### src/rtl/core/pli_pkg.sv
`timescale 1ns / 1ps

package pli_pkg;

  localparam logic OP_WRITE = 1'b0;
  localparam logic OP_QUERY = 1'b1;

  localparam logic [1:0] STATUS_OK         = 2'd0;
  localparam logic [1:0] STATUS_ZERO_WIDTH = 2'd1;
  localparam logic [1:0] STATUS_SATURATED  = 2'd2;

  localparam int MAG_W = 33;
  localparam int RES_W = 35;

  typedef struct packed {
    logic               opcode;
    logic [7:0]         point_index;
    logic signed [31:0] point_x;
    logic signed [31:0] point_y;
    logic signed [31:0] query_x;
  } pli_in_t;

  typedef struct packed {
    logic signed [31:0] interp_y;
    logic [7:0]         segment_low;
    logic [1:0]         status;
  } pli_out_t;

endpackage

### src/rtl/core/pli_muldiv.sv
`timescale 1ns / 1ps

module pli_muldiv (
  input  logic                            clk,
  input  logic                            rst,
  input  logic                            start,
  input  logic [pli_pkg::MAG_W-1:0]       a,
  input  logic [pli_pkg::MAG_W-1:0]       b,
  input  logic [pli_pkg::MAG_W-1:0]       d,
  output logic                            done,
  output logic [pli_pkg::RES_W-1:0]       mag
);
  import pli_pkg::*;

  localparam int P_W       = 2 * MAG_W;
  localparam int MUL_STEPS = MAG_W;
  localparam int DIV_STEPS = P_W;
  localparam int CNT_W     = $clog2(DIV_STEPS);

  localparam logic [1:0] P_IDLE = 2'd0;
  localparam logic [1:0] P_MUL  = 2'd1;
  localparam logic [1:0] P_DIV  = 2'd2;
  localparam logic [1:0] P_FIN  = 2'd3;

  logic [1:0]       phase;
  logic [CNT_W-1:0] cnt;
  logic [P_W-1:0]   prod;
  logic [MAG_W-1:0] a_reg;
  logic [MAG_W-1:0] d_reg;
  logic [MAG_W-1:0] rem;

  logic [MAG_W:0]   opa;
  logic [MAG_W:0]   opb;
  logic             cin;
  logic [MAG_W+1:0] sum;
  logic [MAG_W:0]   trial;
  logic             ge;
  logic             big;
  logic             round_up;

  assign trial = {rem, prod[P_W-1]};

  always_comb begin
    if (phase == P_DIV) begin
      opa = trial;
      opb = ~{1'b0, d_reg};
      cin = 1'b1;
    end else begin
      opa = {1'b0, prod[P_W-1:MAG_W]};
      opb = prod[0] ? {1'b0, a_reg} : '0;
      cin = 1'b0;
    end
  end

  assign sum = {1'b0, opa} + {1'b0, opb} + (MAG_W + 2)'(cin);
  assign ge  = sum[MAG_W+1];

  assign big      = |prod[P_W-1:RES_W-1];
  assign round_up = {rem, 1'b0} >= {1'b0, d_reg};
  assign done     = (phase == P_FIN);

  always_comb begin
    if (big) begin
      mag = RES_W'(1) << (RES_W - 1);
    end else begin
      mag = {1'b0, prod[RES_W-2:0]} + RES_W'(round_up);
    end
  end

  always_ff @(posedge clk) begin
    if (rst) begin
      phase <= P_IDLE;
      cnt   <= '0;
    end else begin
      case (phase)
        P_IDLE: begin
          if (start) begin
            phase <= P_MUL;
            cnt   <= '0;
          end
        end
        P_MUL: begin
          if (cnt == CNT_W'(MUL_STEPS - 1)) begin
            phase <= P_DIV;
            cnt   <= '0;
          end else begin
            cnt <= cnt + 1'b1;
          end
        end
        P_DIV: begin
          if (cnt == CNT_W'(DIV_STEPS - 1)) begin
            phase <= P_FIN;
          end else begin
            cnt <= cnt + 1'b1;
          end
        end
        P_FIN: begin
          phase <= P_IDLE;
        end
        default: begin
          phase <= P_IDLE;
        end
      endcase
    end
  end

  always_ff @(posedge clk) begin
    case (phase)
      P_IDLE: begin
        if (start) begin
          prod  <= {{MAG_W{1'b0}}, b};
          a_reg <= a;
          d_reg <= d;
          rem   <= '0;
        end
      end
      P_MUL: begin
        prod <= {sum[MAG_W:0], prod[MAG_W-1:1]};
      end
      P_DIV: begin
        rem  <= ge ? sum[MAG_W-1:0] : trial[MAG_W-1:0];
        prod <= {prod[P_W-2:0], ge};
      end
      default: begin
        rem <= rem;
      end
    endcase
  end

`ifndef SYNTH
  a_start_idle: assert property (@(posedge clk) disable iff (rst)
    start |-> phase == P_IDLE)
    else $error("muldiv started while busy");

  a_mul_count: assert property (@(posedge clk) disable iff (rst)
    phase == P_MUL |-> cnt < CNT_W'(MUL_STEPS))
    else $error("multiply step count overrun");

  a_rem_bound: assert property (@(posedge clk) disable iff (rst)
    (phase == P_DIV || phase == P_FIN) |-> rem < d_reg)
    else $error("division remainder not below divisor");
`endif

endmodule

### config.mk
export PLATFORM = sky130hd
export DESIGN_NAME = pli_muldiv
export DESIGN_NICKNAME = d
export VERILOG_FILES = /design/src/rtl/core/pli_pkg.sv /design/src/rtl/core/pli_muldiv.sv
export SDC_FILE = /design/constraint.sdc
export NUM_CORES = 1
export LEC_CHECK = 0
export ABC_AREA = 1
export BUFFER_PORTS_ARGS = -buffer_cell sky130_fd_sc_hd__buf_2
export CORE_ASPECT_RATIO = 2
export CORE_MARGIN = 2
export CORE_UTILIZATION = 54
export CTS_CLUSTER_DIAMETER = 120
export CTS_CLUSTER_SIZE = 25
export DETAILED_ROUTE_END_ITERATION = 7
export GPL_ROUTABILITY_DRIVEN = 0
export GPL_TIMING_DRIVEN = 1
export PLACE_DENSITY = 0.9
export SYNTH_ARGS = -nofsm -noshare
export SYNTH_HDL_FRONTEND = slang
export SYNTH_SLANG_ARGS = --single-unit
### constraint.sdc
create_clock -name clk -period 5 [get_ports clk]
set_input_delay 1 -clock clk [delete_from_list [all_inputs] [get_ports clk]]
set_output_delay 1 -clock clk [all_outputs]
set_load 0.01 [all_outputs]
==> impl_results.html, run 1 <==
<table>
<tr><th>Metric</th><th>Value</th></tr>
<tr><th colspan="2">Global route</th></tr>
<tr><td>GRT overflow</td><td>0</td></tr>
<tr><td>Number of global-route vias before repair</td><td>11,203</td></tr>
<tr><td>Wire length of the first global-routing pass</td><td>52,830 µm</td></tr>
<tr><td>Overall routing resource usage</td><td>0.2937</td></tr>
<tr><td>Largest net degree at the start of global routing</td><td>67</td></tr>
<tr><td>Initial antenna violation count</td><td>0</td></tr>
<tr><th colspan="2">Pwr</th></tr>
<tr><td>Leakage power of the design</td><td>6.322 nW</td></tr>
<tr><td>Power per standard cell area</td><td>664.5 mW/mm²</td></tr>
<tr><td>Max rail drop VDD</td><td>0.5124 mV</td></tr>
<tr><td>Post-layout power</td><td>9.066 mW</td></tr>
<tr><th colspan="2">Floorplan</th></tr>
<tr><td>Die Y</td><td>214.1 µm</td></tr>
<tr><td>Die Span X</td><td>109.1 µm</td></tr>
<tr><td>Initial Util</td><td>0.5523</td></tr>
<tr><td>Area of the die</td><td>0.02336 mm²</td></tr>
<tr><td>I/O pin cnt</td><td>138</td></tr>
<tr><td>Number of rows created at floorplan</td><td>76</td></tr>
<tr><td>Core area</td><td>0.02159 mm²</td></tr>
<tr><th colspan="2">Worst setup path</th></tr>
<tr><td>Critical setup path kind</td><td>flip-flop to output pin</td></tr>
<tr><td>Launching instance or port of the critical path</td><td>rem[31]</td></tr>
<tr><td>Top fanout value on the critical path</td><td>5</td></tr>
<tr><td>Worst flop-to-flop path startpoint</td><td>phase[0]</td></tr>
<tr><td>Data arrival time of the worst path</td><td>3.98 ns</td></tr>
<tr><td>Kind of capture point of the worst setup path</td><td>output pin</td></tr>
<tr><td>Capture point of the worst reg-to-reg path</td><td>rem[30]</td></tr>
<tr><td>Required time of the worst setup path</td><td>4.00 ns</td></tr>
<tr><td>Nature of the critical path startpoint</td><td>flip-flop</td></tr>
<tr><td>Worst-case reg-to-reg path depth</td><td>19</td></tr>
<tr><td>Setup slack, reg-to-reg</td><td>0.96 ns</td></tr>
<tr><th colspan="2">Finish</th></tr>
<tr><td>Number of flip-flops under the largest register name</td><td>66</td></tr>
<tr><td>Final non-filler cell total</td><td>1,977</td></tr>
<tr><td>Most common library cell in the layout ignoring fill and taps</td><td>nand2_1</td></tr>
<tr><td>Fill cell total of the finished layout</td><td>1,789</td></tr>
<tr><td>Register name with the most flops</td><td>prod</td></tr>
<tr><td>Leading cell types in the layout, fill and taps excluded</td><td>nand2_1, a21oi_1, inv_1</td></tr>
<tr><td>Fin nets</td><td>1,868</td></tr>
<tr><td>Share of cells above drive strength 1</td><td>0.1403</td></tr>
<tr><td>Layout area overhead</td><td>14.44%</td></tr>
<tr><td>Count of antenna diodes in the layout</td><td>0</td></tr>
<tr><th colspan="2">Timing</th></tr>
<tr><td>Final-report setup violation count</td><td>0</td></tr>
<tr><td>Total negative slack for setup checks</td><td>0 ns</td></tr>
<tr><td>Slew @ Worst Pin</td><td>1.022 ns</td></tr>
<tr><td>Worst slew margin</td><td>0.3185</td></tr>
<tr><td>Setup repair after global routing missed its margin</td><td>yes</td></tr>
<tr><td>Final clock period utilization by the worst path</td><td>0.9969</td></tr>
<tr><td>Final min period</td><td>4.984 ns</td></tr>
<tr><td>Fmax achieved</td><td>200.6 MHz</td></tr>
<tr><td>Hold violation count in the final report</td><td>0</td></tr>
<tr><td>Layout Skew</td><td>0.01289 ns</td></tr>
<tr><td>Max-slew violation count</td><td>0</td></tr>
<tr><th colspan="2">Worst hold path</th></tr>
<tr><td>Endpoint with the worst hold slack</td><td>cnt[6]</td></tr>
<tr><td>Depth of the worst hold-timing path</td><td>1</td></tr>
<tr><td>Worst Hold Class</td><td>flip-flop to flip-flop</td></tr>
<tr><td>Beginning of the worst hold path</td><td>cnt[6]</td></tr>
<tr><th colspan="2">Placed design</th></tr>
<tr><td>Placed wire-length estimate after detailed placement</td><td>24,200 µm</td></tr>
<tr><td>Count of buffers from port buffering</td><td>137</td></tr>
<tr><td>Placed Cells incl. Taps</td><td>1,937</td></tr>
<tr><th colspan="2">Yosys</th></tr>
<tr><td>Mapped cell area</td><td>0.01192 mm²</td></tr>
<tr><td>Syn_area_per_cell</td><td>7.623 µm²</td></tr>
<tr><td>Instance count of the mapped netlist</td><td>1,564</td></tr>
<tr><td>YS warnings</td><td>0</td></tr>
<tr><td>Sequential fraction of the synthesis area</td><td>0.4307</td></tr>
<tr><td>Most common flop cell mapped by yosys</td><td>edfxtp_1</td></tr>
<tr><td>Distinct cells, synth</td><td>50</td></tr>
<tr><td>Syn_nets</td><td>1,741</td></tr>
<tr><td>Number of flops mapped to enable cells by yosys</td><td>165</td></tr>
<tr><td>Asr flop ratio synth</td><td>0</td></tr>
<tr><td>Post-synthesis sequential element count</td><td>174</td></tr>
<tr><th colspan="2">Detailed routing</th></tr>
<tr><td>First-pass DRT Iterations</td><td>6</td></tr>
<tr><td>Wire length per cell after detailed routing</td><td>16.99 µm</td></tr>
<tr><td>Total number of vias</td><td>11,368</td></tr>
<tr><td>Vias per std cell</td><td>5.750</td></tr>
<tr><td>Total detailed-routing wirelength</td><td>33,600 µm</td></tr>
<tr><td>First DRT Iteration DRCs</td><td>1,299</td></tr>
<tr><td>Antenna viol nets, final</td><td>0</td></tr>
<tr><td>DRC violation count after routing</td><td>0</td></tr>
<tr><th colspan="2">Clock tree</th></tr>
<tr><td>Clock tree from TritonCTS</td><td>built</td></tr>
<tr><td>H-tree depth reported by CTS</td><td>4</td></tr>
<tr><td>Clk Tree Root Cell</td><td>clkbuf_16</td></tr>
<tr><td>Sinks on the clock net</td><td>174</td></tr>
<tr><td>Maximum root-to-sink buffer count</td><td>2</td></tr>
<tr><td>CTS Buf Count</td><td>17</td></tr>
<tr><td>CTS Hold Bufs</td><td>0</td></tr>
<tr><td>Worst-Skew Late Latency</td><td>0.46 ns</td></tr>
<tr><td>Clock transition at the registers of the reported paths</td><td>0.07 ns</td></tr>
<tr><th colspan="2">Outcome</th></tr>
<tr><td>Run status</td><td>finished clean</td></tr>
<tr><th colspan="2">Flow run</th></tr>
<tr><td>Number of max-cap violations</td><td>0</td></tr>
</table>
## report_power, final
part           total (mW)  switching [mW]  internal [mW]  leakage (nW)
Combinational        4.82            3.28           1.54          4.32
Sequential           2.88           0.481           2.40          1.71
Clock                1.37           0.581          0.788         0.287
Total                9.07            4.34           4.72          6.32
## through the flow
| step | utilization | instance area (µm²) | hold WS [ns] | setup slack (ns) |
|---|---|---|---|---|
| 3_3_place_gp | 0.5952 | 12850 | 0.4578 | 0.6059 |
| 5_1_grt | 0.6321 | 13640 | 0.4855 | -0.2121 |
| 4_1_cts | 0.6229 | 13450 | 0.4803 | 0.01568 |
| 2_1_floorplan | - | 11930 | 0.4444 | 1.067 |
| 6_report | 0.6321 | 13640 | 0.4828 | 0.01563 |
| 3_5_place_dp | 0.5952 | 12850 | 0.4655 | 0.5241 |
## Yosys cell counts (6+ instances only)
master | instances | share of area
nor4_1 | 9 | 0.0047
inv_1 | 184 | 0.058
xor2_1 | 9 | 0.0066
nor2_1 | 129 | 0.041
nor2_2 | 6 | 0.0031
o21ai_1 | 14 | 0.0059
nand2_1 | 490 | 0.15
nor3_1 | 23 | 0.0097
xnor2_1 | 8 | 0.0059
nand3b_1 | 6 | 0.0038
ha_1 | 73 | 0.077
dfxtp_1 | 9 | 0.015
buf_1 | 6 | 0.0019
clkbuf_1 | 34 | 0.011
nand3_1 | 57 | 0.024
edfxtp_1 | 165 | 0.42
nand4_1 | 12 | 0.0063
o21ai_0 | 78 | 0.033
a21oi_1 | 184 | 0.077
## layer usage
metal	vias up	wire length, µm	global-route usage
li1	5453	-	-
met2	574	17390	0.5151
met3	198	2234	0.06930
met1	5143	11070	0.2833
met5	-	0	0
met4	0	2900	0.2308
## cell families (layout without fill, tap and decap cells)
family,Yosys count,count (layout),synth area share
and+or+nand+nor,756,756,0.2649
AOI/OAI and AO/OA,304,304,0.1337
buffers and inverters,238,378,0.07829
DFF,174,174,0.4307
adders and majority gates,75,75,0.07997
xor gates and xnor gates,17,17,0.01249
## worst max-delay path: stages, from the launching register on
cell and delay (ns):
edfxtp_1 0.46, ha_4 0.30, nand4_1 0.18, nor2_4 0.21, and3_4 0.21, nand3_2 0.05, o211ai_1 0.29, ha_2 0.26
ha_4 0.14, nand4_1 0.18, nor2_4 0.22, nand4_4 0.13, nor2_4 0.19, nand4_4 0.12, nor2_4 0.21, nand3_1 0.11
nand2_1 0.08, nor2_1 0.04, buf_2 0.13
## final cells by class
type / count / area [µm²] / area share
multi-input cells: 1152 / 6022 / 0.4414
inverters: 189 / 711.9 / 0.05218
repair buffers: 157 / 835.8 / 0.06126
clock buffers: 19 / 432.9 / 0.03173
clock inverters: 13 / 165.2 / 0.01210
flip-flops and latches: 174 / 5135 / 0.3763
well taps: 273 / 341.6 / 0.02503
## worst max path at each step
stage,endpoint,slack [ns]
2_1_floorplan,rem[0],1.07
3_3_place_gp,mag[32],0.61
3_5_place_dp,mag[32],0.52
4_1_cts,mag[20],0.02
5_1_grt,mag[30],-0.21
6_report,mag[32],0.02
## what timing repair did
action | in CTS | in global routing
resized for setup | 0 | 27
setup endpoints to repair | 0 | 20
buffers inserted | 0 | 8
Note: power is estimated with default switching activity, not from simulation.
==> run 2: changes to the inputs <==
--- a/config.mk
+++ b/config.mk
@@ -14,7 +14,7 @@
 export CTS_CLUSTER_SIZE = 25
 export DETAILED_ROUTE_END_ITERATION = 7
 export GPL_ROUTABILITY_DRIVEN = 0
-export GPL_TIMING_DRIVEN = 1
+export GPL_TIMING_DRIVEN = 0
 export PLACE_DENSITY = 0.9
 export SYNTH_ARGS = -nofsm -noshare
 export SYNTH_HDL_FRONTEND = slang
==> run 2 against run 1 <==
Worst setup slack improved by 0.022 ns; clock skew is 0.0011 ns lower; flip-flop and latch count unchanged; worst hold slack improved by 0.010 ns; final cell count increased by 2.0%; power is 3.6% higher; global-route usage up 2.9 points; combinational power increased by 6.8%; critical path type unchanged; largest cell class unchanged; largest power group unchanged; highest routed layer unchanged.
==> impl_results.html, run 2 (same netlist as run 1, synthesis figures left out) <==
<table>
<tr><th>Metric</th><th>Value</th></tr>
<tr><th colspan="2">Finish</th></tr>
<tr><td>Share of cells above drive strength 1</td><td>0.1399 (-0.0003500)</td></tr>
<tr><td>Fill cell total of the finished layout</td><td>1,725 (-3.6%)</td></tr>
<tr><td>Post-route standard cell area excluding fillers</td><td>0.01387 mm² (+1.7%)</td></tr>
<tr><td>Fin nets</td><td>1,908 (+2.1%)</td></tr>
<tr><td>Layout area overhead</td><td>16.37%</td></tr>
<tr><td>Count of antenna diodes in the layout</td><td>0 (unchanged)</td></tr>
<tr><td>Leading cell types in the layout, fill and taps excluded</td><td>nand2_1, inv_1, a21oi_1</td></tr>
<tr><td>Register name with the most flops</td><td>prod</td></tr>
<tr><td>Most common library cell in the layout ignoring fill and taps</td><td>nand2_1</td></tr>
<tr><td>Sequential cell area</td><td>0.005135 mm² (unchanged)</td></tr>
<tr><td>Area of the multi-input gates</td><td>0.006053 mm² (+0.52%)</td></tr>
<tr><td>Number of flip-flops under the largest register name</td><td>66 (unchanged)</td></tr>
<tr><th colspan="2">Floorplan</th></tr>
<tr><td>Core area</td><td>0.02159 mm² (unchanged)</td></tr>
<tr><td>Number of rows created at floorplan</td><td>76 (unchanged)</td></tr>
<tr><td>Die Y</td><td>214.1 µm (unchanged)</td></tr>
<tr><td>Die Span X</td><td>109.1 µm (unchanged)</td></tr>
<tr><td>I/O pin cnt</td><td>138 (unchanged)</td></tr>
<tr><td>Initial Util</td><td>0.5523 (unchanged)</td></tr>
<tr><td>Area of the die</td><td>0.02336 mm² (unchanged)</td></tr>
<tr><th colspan="2">Pwr</th></tr>
<tr><td>Clock share of power</td><td>0.145 (-0.006)</td></tr>
<tr><td>Relative contribution of sequential cells to total power</td><td>0.307 (-0.011)</td></tr>
<tr><td>Switching part of the total</td><td>0.4926 (+0.01370)</td></tr>
<tr><td>Leakage power of the design</td><td>6.394 nW (+1.1%)</td></tr>
<tr><td>Internal Power</td><td>4.765 mW (+0.86%)</td></tr>
<tr><td>Net switching power</td><td>4.626 mW (+6.5%)</td></tr>
<tr><td>Max rail drop VDD</td><td>0.4304 mV (-16%)</td></tr>
<tr><td>Power per standard cell area</td><td>676.9 mW/mm² (+1.9%)</td></tr>
<tr><td>Logic pwr share</td><td>0.548 (+0.017)</td></tr>
<tr><th colspan="2">Timing</th></tr>
<tr><td>Worst slew margin</td><td>0.3404 (+0.02189)</td></tr>
<tr><td>Final min period</td><td>4.963 ns (-0.02168 ns)</td></tr>
<tr><td>Hold violation count in the final report</td><td>0 (unchanged)</td></tr>
<tr><td>Final-report setup violation count</td><td>0 (unchanged)</td></tr>
<tr><td>Final clock period utilization by the worst path</td><td>0.9925 (-0.004336)</td></tr>
<tr><td>Layout Skew</td><td>0.01183 ns (-0.001068 ns)</td></tr>
<tr><td>Setup repair after global routing missed its margin</td><td>yes</td></tr>
<tr><td>Slew @ Worst Pin</td><td>0.9894 ns (-0.03283 ns)</td></tr>
<tr><td>Max-slew violation count</td><td>0 (unchanged)</td></tr>
<tr><td>Final setup margin</td><td>0.03731 ns (+0.02168 ns)</td></tr>
<tr><td>Fmax achieved</td><td>201.5 MHz (+0.44%)</td></tr>
<tr><th colspan="2">Detailed routing</th></tr>
<tr><td>Wire length per cell after detailed routing</td><td>18.48 µm (+8.7%)</td></tr>
<tr><td>First DRT Iteration DRCs</td><td>1,373 (+5.7%)</td></tr>
<tr><td>Antenna viol nets, final</td><td>0 (unchanged)</td></tr>
<tr><td>Vias per std cell</td><td>5.910 (+2.8%)</td></tr>
<tr><td>DRC violation count after routing</td><td>0 (unchanged)</td></tr>
<tr><td>Total detailed-routing wirelength</td><td>37,270 µm (+11%)</td></tr>
<tr><td>Total number of vias</td><td>11,921 (+4.9%)</td></tr>
<tr><td>First-pass DRT Iterations</td><td>6 (unchanged)</td></tr>
<tr><th colspan="2">Outcome</th></tr>
<tr><td>Run status</td><td>finished clean</td></tr>
<tr><th colspan="2">Global route</th></tr>
<tr><td>Overall routing resource usage</td><td>0.3228 (+0.02910)</td></tr>
<tr><td>Largest net degree at the start of global routing</td><td>37 (-45%)</td></tr>
<tr><td>Number of global-route vias before repair</td><td>11,808 (+5.4%)</td></tr>
<tr><td>Initial antenna violation count</td><td>0 (unchanged)</td></tr>
<tr><td>Wire length of the first global-routing pass</td><td>57,210 µm (+8.3%)</td></tr>
<tr><td>GRT overflow</td><td>0 (unchanged)</td></tr>
<tr><th colspan="2">Placed design</th></tr>
<tr><td>DP Worst Slack</td><td>0.3446 ns (-0.1794 ns)</td></tr>
<tr><td>Count of buffers from port buffering</td><td>137 (unchanged)</td></tr>
<tr><td>Placed wire-length estimate after detailed placement</td><td>27,810 µm (+15%)</td></tr>
<tr><td>Placed inst area</td><td>0.01306 mm² (+1.6%)</td></tr>
<tr><th colspan="2">Clock tree</th></tr>
<tr><td>Clock transition at the registers of the reported paths</td><td>0.07 ns (about the same)</td></tr>
<tr><td>Maximum root-to-sink buffer count</td><td>2 (unchanged)</td></tr>
<tr><td>H-tree depth reported by CTS</td><td>4 (unchanged)</td></tr>
<tr><td>CTS Buf Count</td><td>17 (unchanged)</td></tr>
<tr><td>Worst-Skew Late Latency</td><td>0.47 ns (about the same)</td></tr>
<tr><td>Sinks on the clock net</td><td>174 (unchanged)</td></tr>
<tr><td>Clk Tree Root Cell</td><td>clkbuf_16</td></tr>
<tr><td>Clock tree from TritonCTS</td><td>built</td></tr>
<tr><th colspan="2">Worst setup path</th></tr>
<tr><td>Data arrival time of the worst path</td><td>3.96 ns (-0.02 ns)</td></tr>
<tr><td>Nature of the critical path startpoint</td><td>flip-flop</td></tr>
<tr><td>Top fanout value on the critical path</td><td>5 (unchanged)</td></tr>
<tr><td>Required time of the worst setup path</td><td>4.00 ns (about the same)</td></tr>
<tr><td>Kind of capture point of the worst setup path</td><td>output pin</td></tr>
<tr><td>Critical setup path kind</td><td>flip-flop to output pin</td></tr>
<tr><th colspan="2">Flow run</th></tr>
<tr><td>Number of max-cap violations</td><td>0 (unchanged)</td></tr>
<tr><th colspan="2">Worst hold path</th></tr>
<tr><td>Worst Hold Class</td><td>flip-flop to flip-flop</td></tr>
</table>
run 2: power by group through the flow:
stage          clock network, mW  registers (mW)  logic [mW]
2_1_floorplan                  0            2.73        3.46
3_3_place_gp                   0            2.89        4.55
3_5_place_dp                   0            2.87        4.81
4_1_cts                     1.36            2.84        4.85
5_1_grt                     1.42            2.93        5.64
6_report                    1.36            2.88        5.15
run 2: path summary, 6_finish.rpt:
path            start  endpoint  slack [ns]  cells past startpoint
min            cnt[1]    cnt[1]        0.49                      2
max reg2reg  phase[0]   rem[32]        0.29                     20
min reg2reg    cnt[1]    cnt[1]        0.49                      2
max           rem[31]   mag[30]        0.04                     17
run 2: final cells by class:
| cell class | count | share of cell area |
|---|---|---|
| buffer | 49 | 0.01605 |
| clock buffer | 17 | 0.03066 |
| clock inverter | 15 | 0.01145 |
| inverter | 189 | 0.05131 |
| multi-input combinational | 1152 | 0.4363 |
| sequential | 174 | 0.3701 |
| tap | 273 | 0.02462 |
| timing repair buffer | 148 | 0.05952 |
run 2: worst max-delay path, cell delays in order, from the launching register on:
cell and delay [ns]:
edfxtp_1 0.47, ha_4 0.31, nand4_1 0.18, nor2_4 0.19
and3_4 0.22, nand3_2 0.06, o211ai_1 0.27, ha_2 0.26
ha_4 0.13, nand4_1 0.18, nor2_4 0.22, nand4_4 0.11
nor2_4 0.18, nand4_4 0.12, nor2_4 0.19, nor2_2 0.05
nor2_2 0.16, buf_2 0.17
run 2: layer usage:
layer	wire (µm)	vias to the layer above	part of all wire	track usage
li1	-	5541	-	-
met1	11760	5398	0.32	0.3155
met2	19100	742	0.51	0.5561
met3	3222	240	0.086	0.07751
met4	3191	0	0.086	0.2637
met5	0	-	0	0
run 2: repair_timing:
item                                    4_1_cts  5_1_grt
hold endpoints to repair                      0        0
pin swaps                                     2       20
hold buffers                                  0        0
endpoints found under the setup margin       10       25
gates resized for setup                       4       33
buffers inserted                              1        6
run 2: through the flow:
step                      hold WS, ns  setup TNS, ns    util  power [mW]  cells
after floorplan                0.4444              0       -       6.191   1564
after global placement         0.4612         -29.54  0.6000       7.441   1974
after detailed placement       0.4776              0  0.6049       7.673   1978
after CTS                      0.4964              0  0.6330       9.060   2011
after global routing           0.5156        -0.7509  0.6428       9.995   2017
final                          0.4932              0  0.6428       9.391   2017
